## src/design/assert_macros.svh

```systemverilog
// Assertion helpers shared by the RTL. Define ASSERT_OFF to compile them out.
`ifndef ASSERT_MACROS_SVH
`define ASSERT_MACROS_SVH

`ifndef ASSERT_OFF

// The property must hold at every clock edge outside reset.
`define ASSERT_ALWAYS(lbl, clk, rst_n, prop, msg) \
    lbl: assert property (@(posedge clk) disable iff (!rst_n) (prop)) \
        else $error(msg);

// When the antecedent holds, the consequent must hold in the next cycle.
`define ASSERT_NEXT(lbl, clk, rst_n, ante, cons, msg) \
    lbl: assert property (@(posedge clk) disable iff (!rst_n) (ante) |=> (cons)) \
        else $error(msg);

`else

`define ASSERT_ALWAYS(lbl, clk, rst_n, prop, msg)
`define ASSERT_NEXT(lbl, clk, rst_n, ante, cons, msg)

`endif

`endif

```

## src/design/sspp_pkg.sv

```systemverilog
`timescale 1ns / 1ps

package sspp_pkg;

    // Default sizing of the skyline store.
    localparam int WIDTH_MAX_DEF   = 256;
    localparam int HEIGHT_BITS_DEF = 16;

    // Field widths of the channels and the register.
    localparam int STRIP_W_BITS = 9;
    localparam int PIECE_W_BITS = 9;
    localparam int PIECE_H_BITS = 16;
    localparam int X_BITS       = 8;
    localparam int Y_BITS       = 16;
    localparam int PEAK_BITS    = 16;
    localparam int STATUS_BITS  = 2;

    localparam logic [STRIP_W_BITS-1:0] STRIP_W_RESET = 9'd256;

    localparam logic [STATUS_BITS-1:0] STATUS_PLACED    = 2'd0;
    localparam logic [STATUS_BITS-1:0] STATUS_TOO_WIDE  = 2'd1;
    localparam logic [STATUS_BITS-1:0] STATUS_SATURATED = 2'd2;

endpackage

```

## src/design/sspp_if.sv

```systemverilog
`timescale 1ns / 1ps

interface sspp_in_if import sspp_pkg::*; ();
    logic                    valid;
    logic                    ready;
    logic                    new_layout;
    logic [PIECE_W_BITS-1:0] piece_width;
    logic [PIECE_H_BITS-1:0] piece_height;
    logic                    rotated;

    modport source (output valid, new_layout, piece_width, piece_height, rotated,
                    input ready);
    modport sink   (input valid, new_layout, piece_width, piece_height, rotated,
                    output ready);
endinterface

interface sspp_out_if import sspp_pkg::*; ();
    logic                   valid;
    logic                   ready;
    logic [X_BITS-1:0]      place_x;
    logic [Y_BITS-1:0]      place_y;
    logic [PEAK_BITS-1:0]   peak_height;
    logic [STATUS_BITS-1:0] status;

    modport source (output valid, place_x, place_y, peak_height, status,
                    input ready);
    modport sink   (input valid, place_x, place_y, peak_height, status,
                    output ready);
endinterface

```

## src/design/sspp_ram.sv

```systemverilog
`timescale 1ns / 1ps

module sspp_ram #(
    parameter int WIDTH = 16,
    parameter int DEPTH = 256,
    localparam int AW = (DEPTH > 1) ? $clog2(DEPTH) : 1
) (
    input  logic             clk,
    input  logic             we,
    input  logic [AW-1:0]    waddr,
    input  logic [WIDTH-1:0] wdata,
    input  logic [AW-1:0]    raddr,
    output logic [WIDTH-1:0] rdata
);

    logic [WIDTH-1:0] mem_reg [DEPTH];
    logic [WIDTH-1:0] rdata_reg;

    always_ff @(posedge clk)
    begin
        if (we)
        begin
            mem_reg[waddr] <= wdata;
        end
        rdata_reg <= mem_reg[raddr];
    end

    assign rdata = rdata_reg;

endmodule

```

## src/design/skyline_strip_packing_placer_core.sv

```systemverilog
// Flow: an accepted item scans the strip columns, then its chosen span (base pass), computes its top
// and writes the span; a too-wide piece stops after the first scan, a piece with new_layout set skips
// both scans and rewrites the whole store, and a result waits while an earlier one still blocks the output.
// Throughput: one item at a time; the input is ready again in the cycle its result appears.
// Reset: a clear pass zeroes all WIDTH_MAX column heights first; strip_width resets to 256.
`timescale 1ns / 1ps
`include "assert_macros.svh"

module skyline_strip_packing_placer_core import sspp_pkg::*; #(
    parameter int WIDTH_MAX   = WIDTH_MAX_DEF,
    parameter int HEIGHT_BITS = HEIGHT_BITS_DEF
) (
    input  logic                    clk,
    input  logic                    rst_n,
    input  logic                    cfg_we,
    input  logic [STRIP_W_BITS-1:0] cfg_wdata,
    sspp_in_if.sink                 req,
    sspp_out_if.source              rsp
);

    localparam int CW  = $clog2(WIDTH_MAX);
    localparam int SWW = $clog2(WIDTH_MAX + 1);
    localparam int TW  = ((HEIGHT_BITS > PIECE_H_BITS) ? HEIGHT_BITS : PIECE_H_BITS) + 1;

    localparam logic [2:0] S_CLEAR = 3'd0;
    localparam logic [2:0] S_IDLE  = 3'd1;
    localparam logic [2:0] S_SCAN  = 3'd2;
    localparam logic [2:0] S_BASE  = 3'd3;
    localparam logic [2:0] S_CALC  = 3'd4;
    localparam logic [2:0] S_WRITE = 3'd5;
    localparam logic [2:0] S_FILL  = 3'd6;
    localparam logic [2:0] S_DONE  = 3'd7;

    localparam logic [HEIGHT_BITS-1:0] HMAX = {HEIGHT_BITS{1'b1}};

    // Control state
    logic [2:0]              state_reg, state_next;
    logic [SWW-1:0]          cnt_reg, cnt_next;
    logic                    rd_valid_reg, rd_valid_next;
    logic                    rd_last_reg, rd_last_next;
    logic                    out_valid_reg, out_valid_next;
    logic [STRIP_W_BITS-1:0] strip_width_reg;

    // Per-item working registers
    logic [CW-1:0]           rd_addr_reg, rd_addr_next;
    logic [SWW-1:0]          w_reg, w_next;
    logic [PIECE_H_BITS-1:0] h_reg, h_next;
    logic [SWW-1:0]          sw_reg, sw_next;
    logic [SWW-1:0]          lim_reg, lim_next;
    logic                    fits_reg, fits_next;
    logic                    clear_reg, clear_next;
    logic [CW-1:0]           best_reg, best_next;
    logic [HEIGHT_BITS-1:0]  best_h_reg, best_h_next;
    logic [HEIGHT_BITS-1:0]  peak_reg, peak_next;
    logic [HEIGHT_BITS-1:0]  base_reg, base_next;
    logic [HEIGHT_BITS-1:0]  top_reg, top_next;
    logic                    sat_reg, sat_next;

    logic [X_BITS-1:0]       out_x_reg, out_x_next;
    logic [Y_BITS-1:0]       out_y_reg, out_y_next;
    logic [PEAK_BITS-1:0]    out_peak_reg, out_peak_next;
    logic [STATUS_BITS-1:0]  out_status_reg, out_status_next;

    // Column RAM ports
    logic                    mem_we;
    logic [CW-1:0]           mem_waddr;
    logic [HEIGHT_BITS-1:0]  mem_wdata;
    logic [CW-1:0]           mem_raddr;
    logic [HEIGHT_BITS-1:0]  mem_rdata;

    logic                    in_accept;
    logic                    out_load;
    logic [PIECE_H_BITS-1:0] cfg_ext;
    logic [SWW-1:0]          sw_eff;
    logic [PIECE_H_BITS-1:0] w_in;
    logic [PIECE_H_BITS-1:0] h_in;
    logic                    fits_in;
    logic [CW-1:0]           span_addr;
    logic                    candidate;
    logic [TW-1:0]           top_sum;
    logic [HEIGHT_BITS-1:0]  peak_fin;

    sspp_ram #(
        .WIDTH (HEIGHT_BITS),
        .DEPTH (WIDTH_MAX)
    ) u_cols (
        .clk   (clk),
        .we    (mem_we),
        .waddr (mem_waddr),
        .wdata (mem_wdata),
        .raddr (mem_raddr),
        .rdata (mem_rdata)
    );

    assign req.ready = (state_reg == S_IDLE);
    assign in_accept = req.valid && req.ready;

    assign rsp.valid       = out_valid_reg;
    assign rsp.place_x     = out_x_reg;
    assign rsp.place_y     = out_y_reg;
    assign rsp.peak_height = out_peak_reg;
    assign rsp.status      = out_status_reg;

    // Effective strip width: zero counts as one, anything past the store is clamped.
    always_comb
    begin
        cfg_ext = PIECE_H_BITS'(strip_width_reg);
        if (cfg_ext == '0)
        begin
            sw_eff = SWW'(1);
        end
        else if (cfg_ext > PIECE_H_BITS'(WIDTH_MAX))
        begin
            sw_eff = SWW'(WIDTH_MAX);
        end
        else
        begin
            sw_eff = SWW'(cfg_ext);
        end
    end

    always_comb
    begin
        w_in = req.rotated ? req.piece_height : PIECE_H_BITS'(req.piece_width);
        h_in = req.rotated ? PIECE_H_BITS'(req.piece_width) : req.piece_height;
        if (w_in == '0)
        begin
            w_in = PIECE_H_BITS'(1);
        end
        fits_in = (w_in <= PIECE_H_BITS'(sw_eff));
    end

    assign span_addr = best_reg + cnt_reg[CW-1:0];
    assign candidate = (SWW'(rd_addr_reg) <= lim_reg);
    assign top_sum   = TW'(base_reg) + TW'(h_reg);
    assign peak_fin  = (top_reg > peak_reg) ? top_reg : peak_reg;

    always_comb
    begin
        state_next      = state_reg;
        cnt_next        = cnt_reg;
        rd_valid_next   = 1'b0;
        rd_last_next    = 1'b0;
        rd_addr_next    = rd_addr_reg;
        w_next          = w_reg;
        h_next          = h_reg;
        sw_next         = sw_reg;
        lim_next        = lim_reg;
        fits_next       = fits_reg;
        clear_next      = clear_reg;
        best_next       = best_reg;
        best_h_next     = best_h_reg;
        peak_next       = peak_reg;
        base_next       = base_reg;
        top_next        = top_reg;
        sat_next        = sat_reg;
        out_load        = 1'b0;
        out_x_next      = out_x_reg;
        out_y_next      = out_y_reg;
        out_peak_next   = out_peak_reg;
        out_status_next = out_status_reg;
        mem_we          = 1'b0;
        mem_waddr       = cnt_reg[CW-1:0];
        mem_wdata       = '0;
        mem_raddr       = cnt_reg[CW-1:0];

        case (state_reg)
            S_CLEAR:
            begin
                mem_we   = 1'b1;
                cnt_next = cnt_reg + SWW'(1);
                if (cnt_reg == SWW'(WIDTH_MAX - 1))
                begin
                    state_next = S_IDLE;
                end
            end

            S_IDLE:
            begin
                if (in_accept)
                begin
                    clear_next = req.new_layout;
                    fits_next  = fits_in;
                    w_next     = SWW'(w_in);
                    h_next     = h_in;
                    sw_next    = sw_eff;
                    lim_next   = sw_eff - SWW'(w_in);
                    best_next  = '0;
                    peak_next  = '0;
                    base_next  = '0;
                    cnt_next   = '0;
                    state_next = req.new_layout ? S_CALC : S_SCAN;
                end
            end

            // Stream every strip column once: running peak and lowest fitting column.
            S_SCAN:
            begin
                if (cnt_reg < sw_reg)
                begin
                    rd_valid_next = 1'b1;
                    rd_addr_next  = cnt_reg[CW-1:0];
                    rd_last_next  = (cnt_reg == sw_reg - SWW'(1));
                    cnt_next      = cnt_reg + SWW'(1);
                end
                if (rd_valid_reg)
                begin
                    if (mem_rdata > peak_reg)
                    begin
                        peak_next = mem_rdata;
                    end
                    if (candidate && ((rd_addr_reg == '0) || (mem_rdata < best_h_reg)))
                    begin
                        best_next   = rd_addr_reg;
                        best_h_next = mem_rdata;
                    end
                    if (rd_last_reg)
                    begin
                        cnt_next   = '0;
                        state_next = fits_reg ? S_BASE : S_DONE;
                    end
                end
            end

            // Second pass over the chosen span only: its highest column is the base.
            S_BASE:
            begin
                mem_raddr = span_addr;
                if (cnt_reg < w_reg)
                begin
                    rd_valid_next = 1'b1;
                    rd_last_next  = (cnt_reg == w_reg - SWW'(1));
                    cnt_next      = cnt_reg + SWW'(1);
                end
                if (rd_valid_reg)
                begin
                    if (mem_rdata > base_reg)
                    begin
                        base_next = mem_rdata;
                    end
                    if (rd_last_reg)
                    begin
                        state_next = S_CALC;
                    end
                end
            end

            S_CALC:
            begin
                if (top_sum > TW'(HMAX))
                begin
                    top_next = HMAX;
                    sat_next = 1'b1;
                end
                else
                begin
                    top_next = HEIGHT_BITS'(top_sum);
                    sat_next = 1'b0;
                end
                cnt_next   = '0;
                state_next = clear_reg ? S_FILL : S_WRITE;
            end

            S_WRITE:
            begin
                mem_we    = 1'b1;
                mem_waddr = span_addr;
                mem_wdata = top_reg;
                cnt_next  = cnt_reg + SWW'(1);
                if (cnt_reg == w_reg - SWW'(1))
                begin
                    state_next = S_DONE;
                end
            end

            // A new layout rewrites the whole store: the piece at the left edge if it fits, zero elsewhere.
            S_FILL:
            begin
                mem_we    = 1'b1;
                mem_wdata = (fits_reg && (cnt_reg < w_reg)) ? top_reg : '0;
                cnt_next  = cnt_reg + SWW'(1);
                if (cnt_reg == SWW'(WIDTH_MAX - 1))
                begin
                    state_next = S_DONE;
                end
            end

            S_DONE:
            begin
                if (!out_valid_reg || rsp.ready)
                begin
                    out_load = 1'b1;
                    if (fits_reg)
                    begin
                        out_x_next      = X_BITS'(best_reg);
                        out_y_next      = Y_BITS'(base_reg);
                        out_peak_next   = PEAK_BITS'(peak_fin);
                        out_status_next = sat_reg ? STATUS_SATURATED : STATUS_PLACED;
                    end
                    else
                    begin
                        out_x_next      = '0;
                        out_y_next      = '0;
                        out_peak_next   = PEAK_BITS'(peak_reg);
                        out_status_next = STATUS_TOO_WIDE;
                    end
                    state_next = S_IDLE;
                end
            end

            default:
            begin
                state_next = S_IDLE;
            end
        endcase
    end

    always_comb
    begin
        out_valid_next = out_valid_reg;
        if (out_load)
        begin
            out_valid_next = 1'b1;
        end
        else if (rsp.ready)
        begin
            out_valid_next = 1'b0;
        end
    end

    always_ff @(posedge clk or negedge rst_n)
    begin
        if (!rst_n)
        begin
            state_reg       <= S_CLEAR;
            cnt_reg         <= '0;
            rd_valid_reg    <= 1'b0;
            rd_last_reg     <= 1'b0;
            out_valid_reg   <= 1'b0;
            strip_width_reg <= STRIP_W_RESET;
        end
        else
        begin
            state_reg     <= state_next;
            cnt_reg       <= cnt_next;
            rd_valid_reg  <= rd_valid_next;
            rd_last_reg   <= rd_last_next;
            out_valid_reg <= out_valid_next;
            if (cfg_we)
            begin
                strip_width_reg <= cfg_wdata;
            end
        end
    end

    always_ff @(posedge clk)
    begin
        rd_addr_reg    <= rd_addr_next;
        w_reg          <= w_next;
        h_reg          <= h_next;
        sw_reg         <= sw_next;
        lim_reg        <= lim_next;
        fits_reg       <= fits_next;
        clear_reg      <= clear_next;
        best_reg       <= best_next;
        best_h_reg     <= best_h_next;
        peak_reg       <= peak_next;
        base_reg       <= base_next;
        top_reg        <= top_next;
        sat_reg        <= sat_next;
        out_x_reg      <= out_x_next;
        out_y_reg      <= out_y_next;
        out_peak_reg   <= out_peak_next;
        out_status_reg <= out_status_next;
    end

    // The RAM is never written while an item could be reading it out of order.
    `ASSERT_ALWAYS(a_no_write_idle, clk, rst_n,
        !(mem_we && (state_reg == S_IDLE || state_reg == S_DONE)),
        "column write outside a write phase")
    `ASSERT_ALWAYS(a_read_phase, clk, rst_n,
        !rd_valid_reg || state_reg == S_SCAN || state_reg == S_BASE,
        "read data arrived outside a scan phase")
    `ASSERT_ALWAYS(a_span_in_strip, clk, rst_n,
        !(state_reg == S_CALC && fits_reg && !clear_reg) ||
        ((SWW+1)'(best_reg) + (SWW+1)'(w_reg) <= (SWW+1)'(sw_reg)),
        "chosen span leaves the strip")
    `ASSERT_ALWAYS(a_top_above_base, clk, rst_n,
        !(state_reg == S_DONE && fits_reg) || (top_reg >= base_reg),
        "new span height below its base")
    `ASSERT_NEXT(a_result_shown, clk, rst_n, out_load,
        out_valid_reg && state_reg == S_IDLE, "finished item not presented")

endmodule
```

## src/flat_wrapper.sv

```systemverilog
// flat-port wrapper written by rule: the top's interface ports become plain ports
module skyline_strip_packing_placer_core_flat import sspp_pkg::*;
#(
    parameter int WIDTH_MAX   = WIDTH_MAX_DEF,
    parameter int HEIGHT_BITS = HEIGHT_BITS_DEF
)
  (clk, rst_n, cfg_we, cfg_wdata, req_valid, req_new_layout, req_piece_width, req_piece_height, req_rotated, req_ready, rsp_valid, rsp_place_x, rsp_place_y, rsp_peak_height, rsp_status, rsp_ready);
  sspp_in_if req_i ();
  sspp_out_if rsp_i ();
  input  logic clk;
  input  logic rst_n;
  input  logic cfg_we;
  input  logic [STRIP_W_BITS-1:0] cfg_wdata;
  input wire logic [$bits(req_i.valid)-1:0] req_valid;
  input wire logic [$bits(req_i.new_layout)-1:0] req_new_layout;
  input wire logic [$bits(req_i.piece_width)-1:0] req_piece_width;
  input wire logic [$bits(req_i.piece_height)-1:0] req_piece_height;
  input wire logic [$bits(req_i.rotated)-1:0] req_rotated;
  output wire logic [$bits(req_i.ready)-1:0] req_ready;
  output wire logic [$bits(rsp_i.valid)-1:0] rsp_valid;
  output wire logic [$bits(rsp_i.place_x)-1:0] rsp_place_x;
  output wire logic [$bits(rsp_i.place_y)-1:0] rsp_place_y;
  output wire logic [$bits(rsp_i.peak_height)-1:0] rsp_peak_height;
  output wire logic [$bits(rsp_i.status)-1:0] rsp_status;
  input wire logic [$bits(rsp_i.ready)-1:0] rsp_ready;
  assign req_i.valid = req_valid;
  assign req_i.new_layout = req_new_layout;
  assign req_i.piece_width = req_piece_width;
  assign req_i.piece_height = req_piece_height;
  assign req_i.rotated = req_rotated;
  assign req_ready = req_i.ready;
  assign rsp_valid = rsp_i.valid;
  assign rsp_place_x = rsp_i.place_x;
  assign rsp_place_y = rsp_i.place_y;
  assign rsp_peak_height = rsp_i.peak_height;
  assign rsp_status = rsp_i.status;
  assign rsp_i.ready = rsp_ready;
  skyline_strip_packing_placer_core #(.WIDTH_MAX(WIDTH_MAX), .HEIGHT_BITS(HEIGHT_BITS)) u_core (.clk(clk), .rst_n(rst_n), .cfg_we(cfg_we), .cfg_wdata(cfg_wdata), .req(req_i), .rsp(rsp_i));
endmodule
```

## config.mk

```make
export PLATFORM = sky130hd
export DESIGN_NAME = skyline_strip_packing_placer_core_flat
export DESIGN_NICKNAME = d
export VERILOG_FILES = /design/src/design/sspp_pkg.sv /design/src/design/sspp_if.sv /design/src/design/sspp_ram.sv /design/src/design/skyline_strip_packing_placer_core.sv /design/src/flat_wrapper.sv
export VERILOG_INCLUDE_DIRS = /design/src /design/src/design
export SDC_FILE = /design/constraint.sdc
export NUM_CORES = 2
export LEC_CHECK = 0
export BUFFER_PORTS_ARGS = -buffer_cell sky130_fd_sc_hd__buf_2
export CAP_MARGIN = 20
export CORE_ASPECT_RATIO = 0.6
export CORE_MARGIN = 5
export CORE_UTILIZATION = 30
export DETAILED_ROUTE_END_ITERATION = 16
export PLACE_DENSITY = 0.53
export REMOVE_ABC_BUFFERS = 1
export SLEW_MARGIN = 20
export SYNTH_ARGS = -nofsm -noshare
export SYNTH_HDL_FRONTEND = slang
export SYNTH_SLANG_ARGS = --single-unit
```

## constraint.sdc

```tcl
create_clock -name clk -period 11.8 [get_ports clk]
set_clock_uncertainty 0.1 [all_clocks]
set_input_delay 1.18 -clock clk [delete_from_list [all_inputs] [get_ports clk]]
set_output_delay 1.18 -clock clk [all_outputs]
set_load 0.005 [all_outputs]
```

==> summary.txt <==
Run status
  • Status: finished, final reports clean

Synth
  • Synth area leader: edfxtp_1
  • Number of flops mapped to enable cells by yosys: 4,264
  • Post-Syn Instances: 8,637
  • Distinct cells, synth: 89
  • Post-Syn Area: 170,000 um^2
  • Top-area cell type share of the netlist area: 75.4%
  • Asr flop ratio synth: 0.558%
  • Top FF cell, synth: edfxtp_1
  • Synth Register Bits: 4,304
  • Mean Syn Cell Area: 19.7 um^2
  • Synth top area cells: edfxtp_1, mux4_2, mux2i_1
  • Warnings, synthesis: 0
  • Seq/Total Area, Yosys: 75.9%

Final layout
  • Fillers: 52.5k
  • Commonest non-fill, non-tap cells in the layout: edfxtp_1, mux4_2, nand2_1
  • Final non-filler cell total: 16.9k
  • Layout cells sized above 1: 23.5%
  • Max reg flops: 4,096
  • Final Cell Area: 194,000 um^2
  • Synth-to-layout area growth: 14.1%
  • Commonest non-fill, non-tap cell in the layout: edfxtp_1
  • Final layout net count: 9,203

Die
  • DIE WIDTH: 981 um
  • Die area: 582,000 um^2
  • CORE AREA: 565,000 um^2
  • Number of cell rows: 214
  • Starting density of the core: 30.1%
  • Die Ht: 593 um
  • # IOs: 85

Clocking
  • CTS tree: yes
  • Clk Latency, worst-skew pair: 0.96 ns
  • CTS Buffer Depth: 4
  • Number of post-CTS setup repair buffers: 0
  • Root buf cell: clkbuf_16
  • H-tree depth: 5
  • CTS sink count: 4,304
  • Hold_buf cts: 0
  • Clk slew on worst S/H paths: 0.07 ns
  • Post-cts resize count: 0
  • Num CTS Buffers: 375

Setup path
  • Worst Setup SP: u_core.state_reg[0]
  • Critical path's top delay family: simple AND/OR/NAND/NOR gates
  • CP Cell Sequence: nand3b_1 > a211o_1 > nand3_4 > buf_12 > buf_4 > mux4_2 > nor3_1 > nor4_1 > nand4_1 > o2bb2ai_1 > nor4_2
  • Setup crit end kind: register
  • Reg2reg start: u_core.state_reg[0]
  • Crit-path max FO: 85
  • Critical Path RT: 12.57 ns
  • Element type at the critical path start: register
  • Critical Path AT: 8.09 ns
  • CP peak stage delay: 0.92 ns
  • Worst Path Class, Setup: register to register
  • Buf+Inv Stages, Crit Path: 2
  • Slowest CP cell: nand4_1

Placed design
  • Placed Cells incl. Taps: 16.2k
  • Dpl hpwl: 328 mm
  • RePlAce Congestion: 0.894
  • Placed cell areas: 182,000 um^2
  • IO buf count: 84

STA
  • FMAX: 137 MHz
  • Slew headroom: 6.94%
  • Final Setup Violations: 0
  • Tmin final: 7.32 ns
  • Hold Violations, Final: 0
  • Worst-Margin Slew: 1.40 ns
  • Unrepaired setup endpoints after global routing: no
  • Slew Limit Fails: 0
  • Tcrit/Tclk final: 62.1%

Drt
  • Post-route DRC: 0
  • Drt initial violations: 13.6k
  • Drt wl/cell: 30.8 um
  • TritonRoute pass-1 iters: 8
  • Final wirelength: 521 mm
  • Via density: 5.40
  • Vias: 91.3k
  • ANT nets after route: 0

Min path
  • Worst Hold Class: input port to asynchronous set/reset pin

GRT
  • GRT overflow: 0
  • Largest net degree at the start of global routing: 176
  • Total track usage: 17.3%
  • First-pass GRT wire length: 718 mm
  • Antenna violations before repair: 34
  • Vias in the first global route: 87.9k

Power
  • Lkg Pwr: 50.4 nW
  • Peak supply drop: 117 uV
  • PD cells: 150 nW/um^2

Run
  • Maxcap violations: 0
[report_power, final]
part           total (mW)  leakage, nW  internal, mW  switching (mW)
Clock                12.5         5.83          6.80            5.67
Combinational      0.0807         14.4        0.0313          0.0494
Sequential           16.5         30.1          16.5         0.00289
Total                29.1         50.4          23.4            5.72
[cells by family (layout without fill, tap and decap cells)]
logic type / after synthesis / count (layout) / synth area share (%)
other: 0 / 18 / 0
AND/OR/NAND/NOR: 1670 / 1670 / 4.61
flip-flops: 4304 / 4304 / 75.9
adder cells (fa/ha/maj): 136 / 136 / 1.01
XOR/XNOR: 47 / 47 / 0.242
multiplexers: 1155 / 1155 / 13.3
buffers and inverters: 609 / 1285 / 1.77
AO/OA/AOI/OAI: 716 / 716 / 3.13
[path summary, 6_finish.rpt]
| kind | to | slack [ns] | cells after the start |
|---|---|---|---|
| min | u_core.strip_width_reg[1] | 0.13 | 1 |
| min reg2reg | u_core.strip_width_reg[0] | 0.43 | 1 |
| max in group asynchronous | u_core.cnt_reg[0] | 11.02 | 1 |
| max | u_core.u_cols.rdata[2] | 4.48 | 11 |
| min in group clk | u_core.clear_reg | 0.33 | 1 |
| max reg2reg | u_core.u_cols.rdata[2] | 4.48 | 11 |
[layout make-up]
class	count	area [um^2]	share of cell area (%)
diodes	18	45.0	0.0232
clock buffers	453	9800	5.06
clock inverters	211	2200	1.13
inverters	130	488	0.252
multi-input cells	3724	39000	20.1
flip-flops and latches	4304	129000	66.5
well taps	7560	9460	4.88
repair buffers	491	3910	2.01
[synthesized netlist by cell type (all sizes together), types with 17 or more instances]
| library cell | n |
|---|---|
| a21o | 27 |
| a21oi | 71 |
| a221o | 31 |
| a22oi | 227 |
| a31oi | 29 |
| a32oi | 45 |
| and2 | 56 |
| buf | 298 |
| clkbuf | 181 |
| dfrtp | 23 |
| edfxtp | 4264 |
| ha | 133 |
| inv | 129 |
| mux2 | 58 |
| mux2i | 219 |
| mux4 | 878 |
| nand2 | 506 |
| nand2b | 18 |
| nand3 | 290 |
| nand4 | 69 |
| nor2 | 377 |
| nor2b | 29 |
| nor3 | 204 |
| nor4 | 66 |
| o21a | 32 |
| o21ai | 70 |
| o221ai | 18 |
| o22ai | 38 |
| xnor2 | 30 |
| xor2 | 17 |
[layer usage]
layer	global-route usage, %	share of wire [%]	vias up
met5	0.806	0.18	-
met1	26.9	45	49200
li1	-	-	36200
met4	3.14	1.8	10
met2	22.6	39	5226
met3	6.85	14	606
[through the flow]
stage	TNS [ns]	power [mW]	worst slack, ns	hold slack, ns	util (%)
after floorplan	-729.13	16.9	-45.68	0.321	-
after global placement	0	17.0	4.55	0.416	32.1
after detailed placement	0	17.0	4.71	0.405	32.1
after CTS	0	29.3	4.67	0.0886	34.3
after global routing	0	30.0	4.31	0.128	34.3
final	0	29.1	4.48	0.132	34.3
Power figures use the tool's default switching activity.
